`config.mk`:
```
export PLATFORM = sky130hd
export DESIGN_NAME = sbst_div
export DESIGN_NICKNAME = d
export VERILOG_FILES = /design/src/rtl/sbst_pkg.sv /design/src/rtl/sbst_div.sv
export SDC_FILE = /design/constraint.sdc
export NUM_CORES = 1
export LEC_CHECK = 0
export ABC_AREA = 1
export BUFFER_PORTS_ARGS = -buffer_cell sky130_fd_sc_hd__buf_4
export CAP_MARGIN = 15
export CORE_MARGIN = 2
export CORE_UTILIZATION = 30
export CTS_CLUSTER_DIAMETER = 30
export DETAILED_ROUTE_END_ITERATION = 8
export PLACE_DENSITY = 0.53
export SYNTH_ARGS = -nofsm -noshare
export SYNTH_HDL_FRONTEND = slang
export SYNTH_SLANG_ARGS = --single-unit
```
`constraint.sdc`:
```
create_clock -name clk_i -period 18.65 [get_ports clk_i]
set_clock_uncertainty 0.1 [all_clocks]
set_input_delay 3.73 -clock clk_i [delete_from_list [all_inputs] [get_ports clk_i]]
set_output_delay 3.73 -clock clk_i [all_outputs]
set_load 0.03 [all_outputs]
```
`src/rtl/sbst_pkg.sv`:
```
// ----------------------------------------------------------------------------
// sbst_pkg
// Shared types and constants for the 2D segment versus box slab test.
// ----------------------------------------------------------------------------
package sbst_pkg;

  localparam int CW = 16;             // coordinate width
  localparam int FB = 16;             // fraction bits of the Q format
  localparam int QW = FB + 3;         // signed quotient width, holds [-2,2]
  localparam int CFG_IW = 3;          // config index width

  // quotient magnitude bits produced by the long division
  localparam int DIV_STEPS = FB + 1;
  localparam int STEPS_PER_STG = 3;
  localparam int DIV_STG = (DIV_STEPS + STEPS_PER_STG - 1) / STEPS_PER_STG;
  // divider stages plus the sign fix-up register
  localparam int DIV_LAT = DIV_STG + 1;

  localparam logic [CFG_IW-1:0] REG_MIN_X = 3'd0;
  localparam logic [CFG_IW-1:0] REG_MIN_Y = 3'd1;
  localparam logic [CFG_IW-1:0] REG_MAX_X = 3'd2;
  localparam logic [CFG_IW-1:0] REG_MAX_Y = 3'd3;

  typedef struct packed {
    logic signed [CW-1:0] start_x;
    logic signed [CW-1:0] start_y;
    logic signed [CW-1:0] end_x;
    logic signed [CW-1:0] end_y;
  } in_t;

  typedef struct packed {
    logic          hit;
    logic [FB:0]   entry_param;
  } out_t;

  // per-axis flags that travel beside the dividers
  typedef struct packed {
    logic dz_x;
    logic pass_x;
    logic dz_y;
    logic pass_y;
  } side_t;

  // running parameter interval
  typedef struct packed {
    logic                 ok;
    logic signed [QW-1:0] enter;
    logic signed [QW-1:0] leave;
  } ivl_t;

endpackage

```
`src/rtl/sbst_div.sv`:
```
// ----------------------------------------------------------------------------
// sbst_div
// Pipelined restoring divider: floor(+-mag * 2^FB / den), saturated to [-2,2].
// ----------------------------------------------------------------------------
module sbst_div (
  input  logic                          clk_i,
  input  logic                          en_i,
  input  logic [sbst_pkg::CW-1:0]       mag_i,
  input  logic [sbst_pkg::CW-1:0]       den_i,
  input  logic                          neg_i,
  input  logic                          sat_i,
  output logic signed [sbst_pkg::QW-1:0] quo_o
);
  import sbst_pkg::*;

  logic [CW-1:0] rem_q [DIV_STG];
  logic [FB:0]   qm_q  [DIV_STG];
  logic [CW-1:0] den_q [DIV_STG];
  logic          neg_q [DIV_STG];
  logic          sat_q [DIV_STG];
  logic signed [QW-1:0] quo_q;

  for (genvar s = 0; s < DIV_STG; s++) begin : g_stg
    logic [CW-1:0] rem_in;
    logic [CW-1:0] den_in;
    logic [FB:0]   qm_in;
    logic          neg_in;
    logic          sat_in;
    logic          bit0;
    logic [CW-1:0] rem_d;
    logic [FB:0]   qm_d;

    if (s == 0) begin : g_first
      // first step brings in the low bit of the magnitude
      assign rem_in = {1'b0, mag_i[CW-1:1]};
      assign bit0   = mag_i[0];
      assign den_in = den_i;
      assign qm_in  = '0;
      assign neg_in = neg_i;
      assign sat_in = sat_i;
    end else begin : g_next
      assign rem_in = rem_q[s-1];
      assign bit0   = 1'b0;
      assign den_in = den_q[s-1];
      assign qm_in  = qm_q[s-1];
      assign neg_in = neg_q[s-1];
      assign sat_in = sat_q[s-1];
    end

    always_comb begin
      logic [CW:0]   t;
      logic [CW-1:0] r;
      logic [FB:0]   q;
      r = rem_in;
      q = qm_in;
      for (int j = 0; j < STEPS_PER_STG; j++) begin
        if (s * STEPS_PER_STG + j < DIV_STEPS) begin
          t = {r, ((s * STEPS_PER_STG + j) == 0) ? bit0 : 1'b0};
          if (t >= {1'b0, den_in}) begin
            t = t - {1'b0, den_in};
            q = {q[FB-1:0], 1'b1};
          end else begin
            q = {q[FB-1:0], 1'b0};
          end
          r = t[CW-1:0];
        end
      end
      rem_d = r;
      qm_d  = q;
    end

    always_ff @(posedge clk_i) begin
      if (en_i) begin
        rem_q[s] <= rem_d;
        qm_q[s]  <= qm_d;
        den_q[s] <= den_in;
        neg_q[s] <= neg_in;
        sat_q[s] <= sat_in;
      end
    end
  end

  // round toward minus infinity and apply sign and saturation
  logic [FB+1:0]        qv;
  logic signed [QW-1:0] quo_d;

  always_comb begin
    if (sat_q[DIV_STG-1]) begin
      qv = {1'b1, {(FB+1){1'b0}}};
    end else begin
      qv = {1'b0, qm_q[DIV_STG-1]}
         + {{(FB+1){1'b0}}, (neg_q[DIV_STG-1] && (rem_q[DIV_STG-1] != '0))};
    end
    if (neg_q[DIV_STG-1]) begin
      quo_d = -$signed({1'b0, qv});
    end else begin
      quo_d = $signed({1'b0, qv});
    end
  end

  always_ff @(posedge clk_i) begin
    if (en_i) begin
      quo_q <= quo_d;
    end
  end

  assign quo_o = quo_q;

endmodule

```
Word-level counts from Yosys, hierarchy flattened
Memories as Yosys holds them, arrays and structs flattened.
Cells that the tools add are included.
Operators by class
  add/sub/neg operators: 19
  reduce and logical (&&, ||, !) cells: 2
  bitwise operators: 0
  shift operators: 0
  multipliers: 0
  muxes and demuxes: 38
  eq/ne operators: 0
  divide/modulo/power cells: 0
  $lt $le $gt $ge: 17
Operators by type and width (count)
  $ge A17 B16 Y1: 16
  $mux W16: 17
  $sub A16 B16 Y16: 17
  $mux W18: 2
  $mux W1: 19
  $neg A18 Y19: 1
  $add A17 B1 Y18: 1
  $ge A16 B16 Y1: 1
  $reduce_bool A16 Y1: 1
  $logic_and A1 B1 Y1: 1
Word-level totals
  memories kept: 5
  memory bits (read-only): 0
  register bits: 19
  memory bits (writable): 306
  word-level logic and storage cells: 83
  output and inout bits: 19
  latch bits: 0
  bits of input ports: 36
Memories
  qm_q: depth 6, width 17, rd ports 6, clocked after Yosys merged registers in 0, write ports 6, line sbst_div.sv:17  | logic [FB:0] qm_q [DIV_STG];
  den_q: depth 6, width 16, rd ports 5, clocked after Yosys merged registers in 0, write ports 6, line sbst_div.sv:18  | logic [CW-1:0] den_q [DIV_STG];
  rem_q: depth 6, width 16, rd ports 6, clocked after Yosys merged registers in 0, write ports 6, line sbst_div.sv:16  | logic [CW-1:0] rem_q [DIV_STG];
  neg_q: depth 6, width 1, rd ports 6, clocked after Yosys merged registers in 0, write ports 6, line sbst_div.sv:19  | logic neg_q [DIV_STG];
  sat_q: depth 6, width 1, rd ports 6, clocked after Yosys merged registers in 0, write ports 6, line sbst_div.sv:20  | logic sat_q [DIV_STG];

Longest topological paths before layout
Gate-level depths: netlist (run 1).
An unclocked memory read counts as a cell.
  depth after elaboration: 7
  mapped depth: 44
  depth with buffers taken out: 42

Least setup slack after synthesis (run 1)
No wires, ideal clock.
  path kind: in2reg
  start: input mag_i[0] in the netlist's numbering
  end: memory rem_q[0][11] (data pin)
  library setup time: 0.252 ns
  stages on the path: 34
  arrival time: 8.331 ns
  setup slack: 9.967 ns
  path buffers: 3
  cell sequence: inv_1 -> ha_1 -> inv_1 -> fa_1 -> nand2_1 -> nand2_2 -> nand2_1 -> nand3_1 -> nand2_2 -> nand2_4 -> inv_2 -> buf_2 -> nand2_1 -> o21ai_0 -> ha_1 -> a21oi_1 -> nand3_1 -> nand3_1 -> nand2_1 -> nand2_4 -> nand3_4 -> buf_4 -> o21ai_0 -> inv_1 -> ha_1 -> a21o_1 -> a221o_1 -> a21oi_1 -> nor2_1 -> nor2_2 -> nand2_4 -> buf_6 -> nand2_1 -> nand2_1
RTL lines
  start, declared: line sbst_div.sv:8  | input logic [sbst_pkg::CW-1:0] mag_i,
  end, declared: line sbst_div.sv:16

==> results.json, run 1 <==
{
  "via_per_inst": 4.75,
  "outcome": "finished clean",
  "cts-htree-levels": 2,
  "cts_tree": "done",
  "cap_violations": 0,
  "multi_input_area_um2": 16200,
  "synth-seq-cells": 269,
  "yosys.area.top_type": "edfxtp_1",
  "layout.nets": 4037,
  "setup_viol": 0,
  "ys_top_cells_by_area": "edfxtp_1 (31%), nand2_1 (18%), ha_1 (13%)",
  "rsz0062_at_grt": "false",
  "core_area_um2": 86900,
  "slowest_delay_ps": 530,
  "grt_use_total": 0.167,
  "ios": 55,
  "yosysSeqAreaShare": 0.307,
  "crit_path_end_kind": "register",
  "dieWidth_um": 300,
  "cts-root-buf": "clkbuf_16",
  "cp-start-kind": "input pin",
  "layout_worst_path_cycle_share": 0.507,
  "path_max_fanout": 23,
  "drtIter0Drc": 1357,
  "hold_viol": 0,
  "crit_end": "rem_q[0][12]",
  "rr_worst_depth": 39,
  "row_count": 108,
  "drt_wl_total_mm": 76.3,
  "numCtsBuffers": 56,
  "r2r_end": "rem_q[4][15]",
  "cp.arrival_ps": 9710,
  "slew-limit-headroom": 0.331,
  "n_antenna_cell": 0,
  "dr.pass1.iters": 5,
  "synth_nets": 3970,
  "fillers": 9358,
  "min_period_ps": 9460,
  "crit_type": "input pin to register",
  "cts_setup_buffers": 0,
  "gp_congestion": 0.942,
  "antenna_left": 0,
  "syn_area_per_cell_um2": 7.19,
  "dieArea_um2": 90200,
  "start_util": 0.303,
  "cts_sinks": 269,
  "seqCellArea_um2": 8080,
  "drive_gt1_frac": 0.0731,
  "grt_pass1_vias": 22200,
  "insertion_delay_ps": 600,
  "cpMaxStageDelayCell": "nor2_2",
  "clkTransAtPathRegs_ps": 50,
  "maxClockFrequency_mhz": 106,
  "crit_start": "den_i[7]",
  "place_hpwl_mm": 62.5,
  "reg2reg_slack_ps": 11730,
  "numPortBuffers": 54,
  "drv_slew": 0,
  "required_ps": 18900,
  "critPathMostFrequentCell": "nand2_1",
  "wire_per_inst_um": 15.5,
  "yosys_warnings": 0,
  "tns_ps": 0,
  "antenna_found_initial": 0,
  "synth.distinct_cells": 57,
  "route.detailed.drc": 0,
  "tightestPinTransition_ps": 1000,
  "areaGrowthSynthToFinish_pct": 13.0,
  "grt_overflow_total": 0,
  "grt_max_degree": 128,
  "grt_pass1_wl_mm": 121,
  "route.vias.total": 23400,
  "die_h_um": 300,
  "hold_class": "register to register",
  "hold_buffers": 0,
  "worstReg2RegStart": "den_q[3][14]",
  "ctsResizeCount": 0,
  "syn_area_um2": 26300,
  "synth_cells": 3662,
  "synth_top_area_frac": 0.307,
  "max-clock-path-buffers": 3
}
[cells by family after synthesis]
| kind of cell | share of synthesized area |
|---|---|
| fa+ha+maj | 0.131 |
| simple gates | 0.321 |
| compound gates | 0.0939 |
| xor+xnor | 0.0698 |
| buf+inv | 0.0778 |
| flops | 0.307 |
[registers in the layout, indices dropped and copies added (netlist names)]
register	cells
rem_q	96
den_q	80
qm_q	62
quo_o	19
neg_q	6
sat_q	6
[per-stage QoR]
step	worst slack, ps	hold slack (ps)	cell area, um^2	std cells	utilization
after global placement	8740	301	27900	4826	0.321
final	9190	311	29800	4931	0.342
after global routing	8590	313	29800	4931	0.342
after floorplan	9970	300	26300	3662	-
after CTS	9300	315	29800	4931	0.342
after detailed placement	8700	305	27900	4826	0.321
[cell usage in the layout, fill, tap and decap left out, drive strengths merged, types with 21 or more instances in the layout]
cell type and instances:
nand3b 27, a21o 21, a21oi 222, clkbuf 60, ha 265, nand3 276, nor3 33, xor2 105
xnor2 105, edfxtp 269, buf 56, o21ai 139, nand4 30, nor2 233, nand2 1314, or2 21
inv 470
[critical path: cells and delay by family]
family | cells | cell delay [ps]
and+or+nand+nor | 16 | 2720
AOI/OAI and AO/OA | 6 | 1610
adders and majority gates | 3 | 1160
buffers and inverters | 4 | 450
[final cells by class]
cell class | count | share of cell area
clock buffers | 60 | 0.0476
clock inverters | 45 | 0.0153
inverters | 455 | 0.0576
multi-input cells | 2891 | 0.545
flip-flops and latches | 269 | 0.271
well taps | 1155 | 0.0486
repair buffers | 56 | 0.0144
[how the worst min path moves through the flow]
stage / startpoint / endpoint / depth (start not counted)
after CTS: neg_q[4] / neg_q[5] / 0
after global routing: neg_q[4] / neg_q[5] / 0
after detailed placement: qm_q[2][7] / qm_q[3][10] / 0
after floorplan: neg_q[0] / neg_q[1] / 0
final: qm_q[4][5] / qm_q[5][7] / 0
after global placement: qm_q[2][7] / qm_q[3][10] / 0
[cell usage after synthesis, drive strengths merged]
library cell,count
nand2,1314
a21oi,222
clkinv,1
fa,7
buf,41
or2,21
o21ai,139
nand4,30
a31oi,19
nor4,17
a31o,2
nand3b,27
and2,6
o221ai,1
edfxtp,269
clkbuf,6
ha,265
a41oi,2
nor3b,2
o211ai,2
o2111ai,3
o21bai,10
a221o,1
xnor2,105
o221a,2
o31ai,1
a21boi,11
nor3,33
xor2,105
inv,454
nor2,233
o21a,11
a21o,21
and3,3
nand3,276
[metal layers]
metal  up-vias  wire length, um  track usage
met2       469            34300        0.275
met4         0             2350       0.0507
met1     10600            36500        0.228
li1      12200                -            -
met3       125             3130       0.0200
met5         -                0            0
Power of run 1 is not shown: default switching activity piles up to over one toggle a cycle in this logic, so the estimate is an artifact.
==> run 2, diff against run 1 <==
clock period = 9.3 ns   (was 18.65 ns; I/O delays follow)
==> results.json, run 2 (synthesis results as in run 1) <==
{
  "max-clock-path-buffers": 3,
  "dieArea_um2": 90200,
  "grt_overflow_total": 0,
  "cts_setup_buffers": 0,
  "r2r_end": "rem_q[4][1]",
  "cap_violations": 0,
  "slowest_delay_ps": 390,
  "cp.arrival_ps": 7800,
  "regMostFlops": "rem_q",
  "cts-htree-levels": 2,
  "required_ps": 9570,
  "insertion_delay_ps": 620,
  "dieWidth_um": 300,
  "n_antenna_cell": 0,
  "layout_commonest_cell": "nand2_1",
  "ios": 55,
  "cp-start-kind": "input pin",
  "route.vias.total": 23600,
  "final_cell_mix": "nand2_1 (1284), inv_1 (434), edfxtp_1 (269)",
  "numPortBuffers": 54,
  "grt_pass1_vias": 22800,
  "min_period_ps": 7530,
  "start_util": 0.303,
  "tightestPinTransition_ps": 1120,
  "cts_tree": "done",
  "grt_max_degree": 188,
  "reg_top3": "rem_q (96), den_q (80), qm_q (62)",
  "hold_buffers": 0,
  "areaGrowthSynthToFinish_pct": 13.6,
  "hold_viol": 0,
  "rr_worst_depth": 39,
  "core_area_um2": 86900,
  "wire_per_inst_um": 15.6,
  "drive_gt1_frac": 0.0752,
  "place_hpwl_mm": 62.9,
  "layout_worst_path_cycle_share": 0.810,
  "antenna_left": 0,
  "antenna_found_initial": 0,
  "maxClockFrequency_mhz": 133,
  "reg2reg_slack_ps": 2340,
  "route.detailed.drc": 0,
  "dr.pass1.iters": 7,
  "setup_viol": 0,
  "worstReg2RegStart": "den_q[3][14]",
  "row_count": 108,
  "crit_path_end_kind": "register",
  "critPathMostFrequentCell": "nand2_1",
  "rsz0062_at_grt": "false",
  "drv_slew": 0,
  "cts-root-buf": "clkbuf_16",
  "outcome": "finished clean",
  "die_h_um": 300,
  "layout.nets": 4040,
  "grt_pass1_wl_mm": 123,
  "clkTransAtPathRegs_ps": 50,
  "via_per_inst": 4.78,
  "numCtsBuffers": 59,
  "largest_reg_flops": 96,
  "hold_class": "register to register",
  "drt_wl_total_mm": 76.8,
  "slew-limit-headroom": 0.255,
  "crit_type": "input pin to register",
  "crit_end": "rem_q[0][12]",
  "drtIter0Drc": 1491,
  "cpMaxStageDelayCell": "nor2_2",
  "cts_sinks": 269,
  "gp_congestion": 0.922,
  "path_max_fanout": 23,
  "tns_ps": 0,
  "grt_use_total": 0.170,
  "crit_start": "den_i[10]",
  "ctsResizeCount": 0
}
[run 2: final cells by class]
| type | count | area (um^2) |
|---|---|---|
| tap | 1155 | 1450 |
| fill | 9304 | 57000 |
| clock inverter | 46 | 538 |
| timing repair buffer | 56 | 440 |
| inverter | 455 | 1720 |
| clock buffer | 62 | 1490 |
| sequential | 269 | 8080 |
| multi-input combinational | 2891 | 16200 |
[run 2: worst min path at each step]
stage,startpoint,endpoint,slack [ps],cells after the start
2_1_floorplan,neg_q[0],neg_q[1],300,0
3_3_place_gp,qm_q[1][3],qm_q[2][6],300,0
3_5_place_dp,qm_q[4][1],qm_q[5][3],300,0
4_1_cts,qm_q[2][0],qm_q[3][3],300,0
5_1_grt,qm_q[2][0],qm_q[3][3],310,0
6_report,qm_q[2][0],qm_q[3][3],300,0
[run 2: through the flow]
step / area [um^2] / std cells / hold slack (ps) / util / setup WS (ps)
after global placement: 27900 / 4826 / 301 / 0.321 / 1390
after global routing: 29900 / 4934 / 310 / 0.344 / 1220
final: 29900 / 4934 / 303 / 0.344 / 1770
after floorplan: 26300 / 3662 / 300 / - / 2490
after CTS: 29900 / 4934 / 297 / 0.344 / 1910
after detailed placement: 27900 / 4826 / 305 / 0.321 / 1260
[run 2: metal layers]
| layer | vias up | part of all wire | global-route usage |
|---|---|---|---|
| met5 | - | 0 | 0 |
| met4 | 0 | 0.027 | 0.0471 |
| met3 | 109 | 0.038 | 0.0182 |
| met2 | 450 | 0.46 | 0.284 |
| met1 | 10800 | 0.48 | 0.230 |
| li1 | 12300 | - | - |
[run 2: critical path: cells and delay by family]
| kind | cells | cell delay [ps] |
|---|---|---|
| compound gates | 5 | 1090 |
| buf+inv | 5 | 710 |
| simple gates | 21 | 3050 |
| fa+ha+maj | 3 | 1080 |
Power of run 2 is left out for the same reason.
==> run 3, diff against run 2 <==
clock period = 7.7 ns   (was 9.3 ns; I/O delays follow)
==> results.json, run 3 (synthesis results as in run 1) <==
{
  "outcome": "finished clean",
  "via_per_inst": 4.73,
  "max-clock-path-buffers": 3,
  "required_ps": 7920,
  "numPortBuffers": 54,
  "crit_type": "input pin to register",
  "grt_max_degree": 178,
  "insertion_delay_ps": 580,
  "r2r_end": "rem_q[4][15]",
  "hold_buffers": 0,
  "drive_gt1_frac": 0.0766,
  "final_cell_count_no_fill": 4953,
  "hold_start": "qm_q[2][0]",
  "setup_viol": 0,
  "cp-start-kind": "input pin",
  "path_max_fanout": 23,
  "clkTransAtPathRegs_ps": 50,
  "drv_slew": 0,
  "ctsResizeCount": 0,
  "grt_use_total": 0.170,
  "regMostFlops": "rem_q",
  "cp.arrival_ps": 7090,
  "hold_class": "register to register",
  "dieArea_um2": 90200,
  "place_hpwl_mm": 63.0,
  "rsz0062_at_grt": "false",
  "final_cell_mix": "nand2_1 (1284), inv_1 (434), edfxtp_1 (269)",
  "route.detailed.drc": 0,
  "ios": 55,
  "dr.pass1.iters": 5,
  "grt_pass1_vias": 22500,
  "path_delay_family": "simple AND/OR/NAND/NOR gates",
  "cts-htree-levels": 3,
  "crit_path_end_kind": "register",
  "tns_ps": 0,
  "hold_viol": 0,
  "slew-limit-headroom": 0.324,
  "cap_violations": 0,
  "antenna_found_initial": 0,
  "core_area_um2": 86900,
  "drt_wl_total_mm": 77.0,
  "gp_congestion": 0.915,
  "place_inst": 4833,
  "reg_top3": "rem_q (96), den_q (80), qm_q (62)",
  "tightestPinTransition_ps": 1010,
  "n_antenna_cell": 0,
  "cts_setup_buffers": 0,
  "areaGrowthSynthToFinish_pct": 14.2,
  "dieWidth_um": 300,
  "die_h_um": 300,
  "cpMaxStageDelayCell": "ha_1",
  "route.vias.total": 23400,
  "layout_commonest_cell": "nand2_1",
  "cts-root-buf": "clkbuf_16",
  "antenna_left": 0,
  "start_util": 0.303,
  "worstReg2RegStart": "den_q[3][13]",
  "grt_overflow_total": 0,
  "cts_tree": "done",
  "row_count": 108,
  "reg2reg_slack_ps": 900,
  "rr_worst_depth": 39,
  "layout_worst_path_cycle_share": 0.892,
  "slowest_delay_ps": 400,
  "min_period_ps": 6870,
  "wire_per_inst_um": 15.6,
  "numCtsBuffers": 66,
  "grt_pass1_wl_mm": 123,
  "largest_reg_flops": 96,
  "drtIter0Drc": 1636,
  "cts_sinks": 269,
  "whs_path_depth": 0,
  "layout.nets": 4054,
  "cp_num_buf_inv": 5,
  "critPathMostFrequentCell": "nand2_1",
  "maxClockFrequency_mhz": 146,
  "min_to": "qm_q[3][3]"
}
## run 3: cell types whose count changed in the layout (fill, tap and decap cells not counted)
cell	previous run	this run
clkbuf_16	59	68
clkinv_2	7	10
bufinv_16	5	4
clkinv_8	3	1
clkinv_1	2	12
clkinv_4	10	5
clkinvlp_4	3	11
clkbuf_1	3	5
inv_6	9	5
inv_16	0	1
buf_4	54	61
clkinv_16	1	0
inv_8	8	0
## run 3: area by class of cell
class	instances	area, um^2
inverters	455	1720
clock buffers	73	1720
well taps	1155	1450
repair buffers	63	493
fillers	9288	56800
flip-flops and latches	269	8080
clock inverters	47	409
multi-input cells	2891	16200
## run 3: worst max-delay path by stage
stage                   end  slack (ps)         start  cells after the start
3_3_place_gp   rem_q[0][12]         510     den_i[11]                     31
2_1_floorplan  rem_q[0][11]        1210      mag_i[0]                     34
4_1_cts        rem_q[4][15]         910  den_q[3][13]                     39
5_1_grt        rem_q[4][14]          80  den_q[3][14]                     38
3_5_place_dp    rem_q[0][2]         350      den_i[0]                     30
6_report       rem_q[0][12]         830     den_i[11]                     30
## run 3: per-stage QoR
step                setup slack (ps)  instance area (um^2)  utilization  hold WS [ps]
global placement                 508                 27900        0.322           300
CTS                              909                 30100        0.346           305
global route                    79.2                 30100        0.346           315
finish                           831                 30100        0.346           301
detailed placement               353                 27900        0.322           305
floorplan                       1210                 26300            -           300
## run 3: metal layers
| layer | up-vias | GRT usage | routed length [um] |
|---|---|---|---|
| li1 | 12300 | - | - |
| met1 | 10600 | 0.231 | 36400 |
| met2 | 432 | 0.277 | 34800 |
| met3 | 115 | 0.0259 | 3410 |
| met4 | 0 | 0.0565 | 2420 |
| met5 | - | 0 | 0 |
## run 3: worst register-to-register path, delay by kind of cell, from the launching register on
| family | cells | cell delay (ps) |
|---|---|---|
| buf+inv | 6 | 650 |
| flops | 1 | 480 |
| fa+ha+maj | 3 | 1170 |
| simple gates | 27 | 3380 |
| compound gates | 3 | 730 |
Power of run 3 is left out for the same reason.
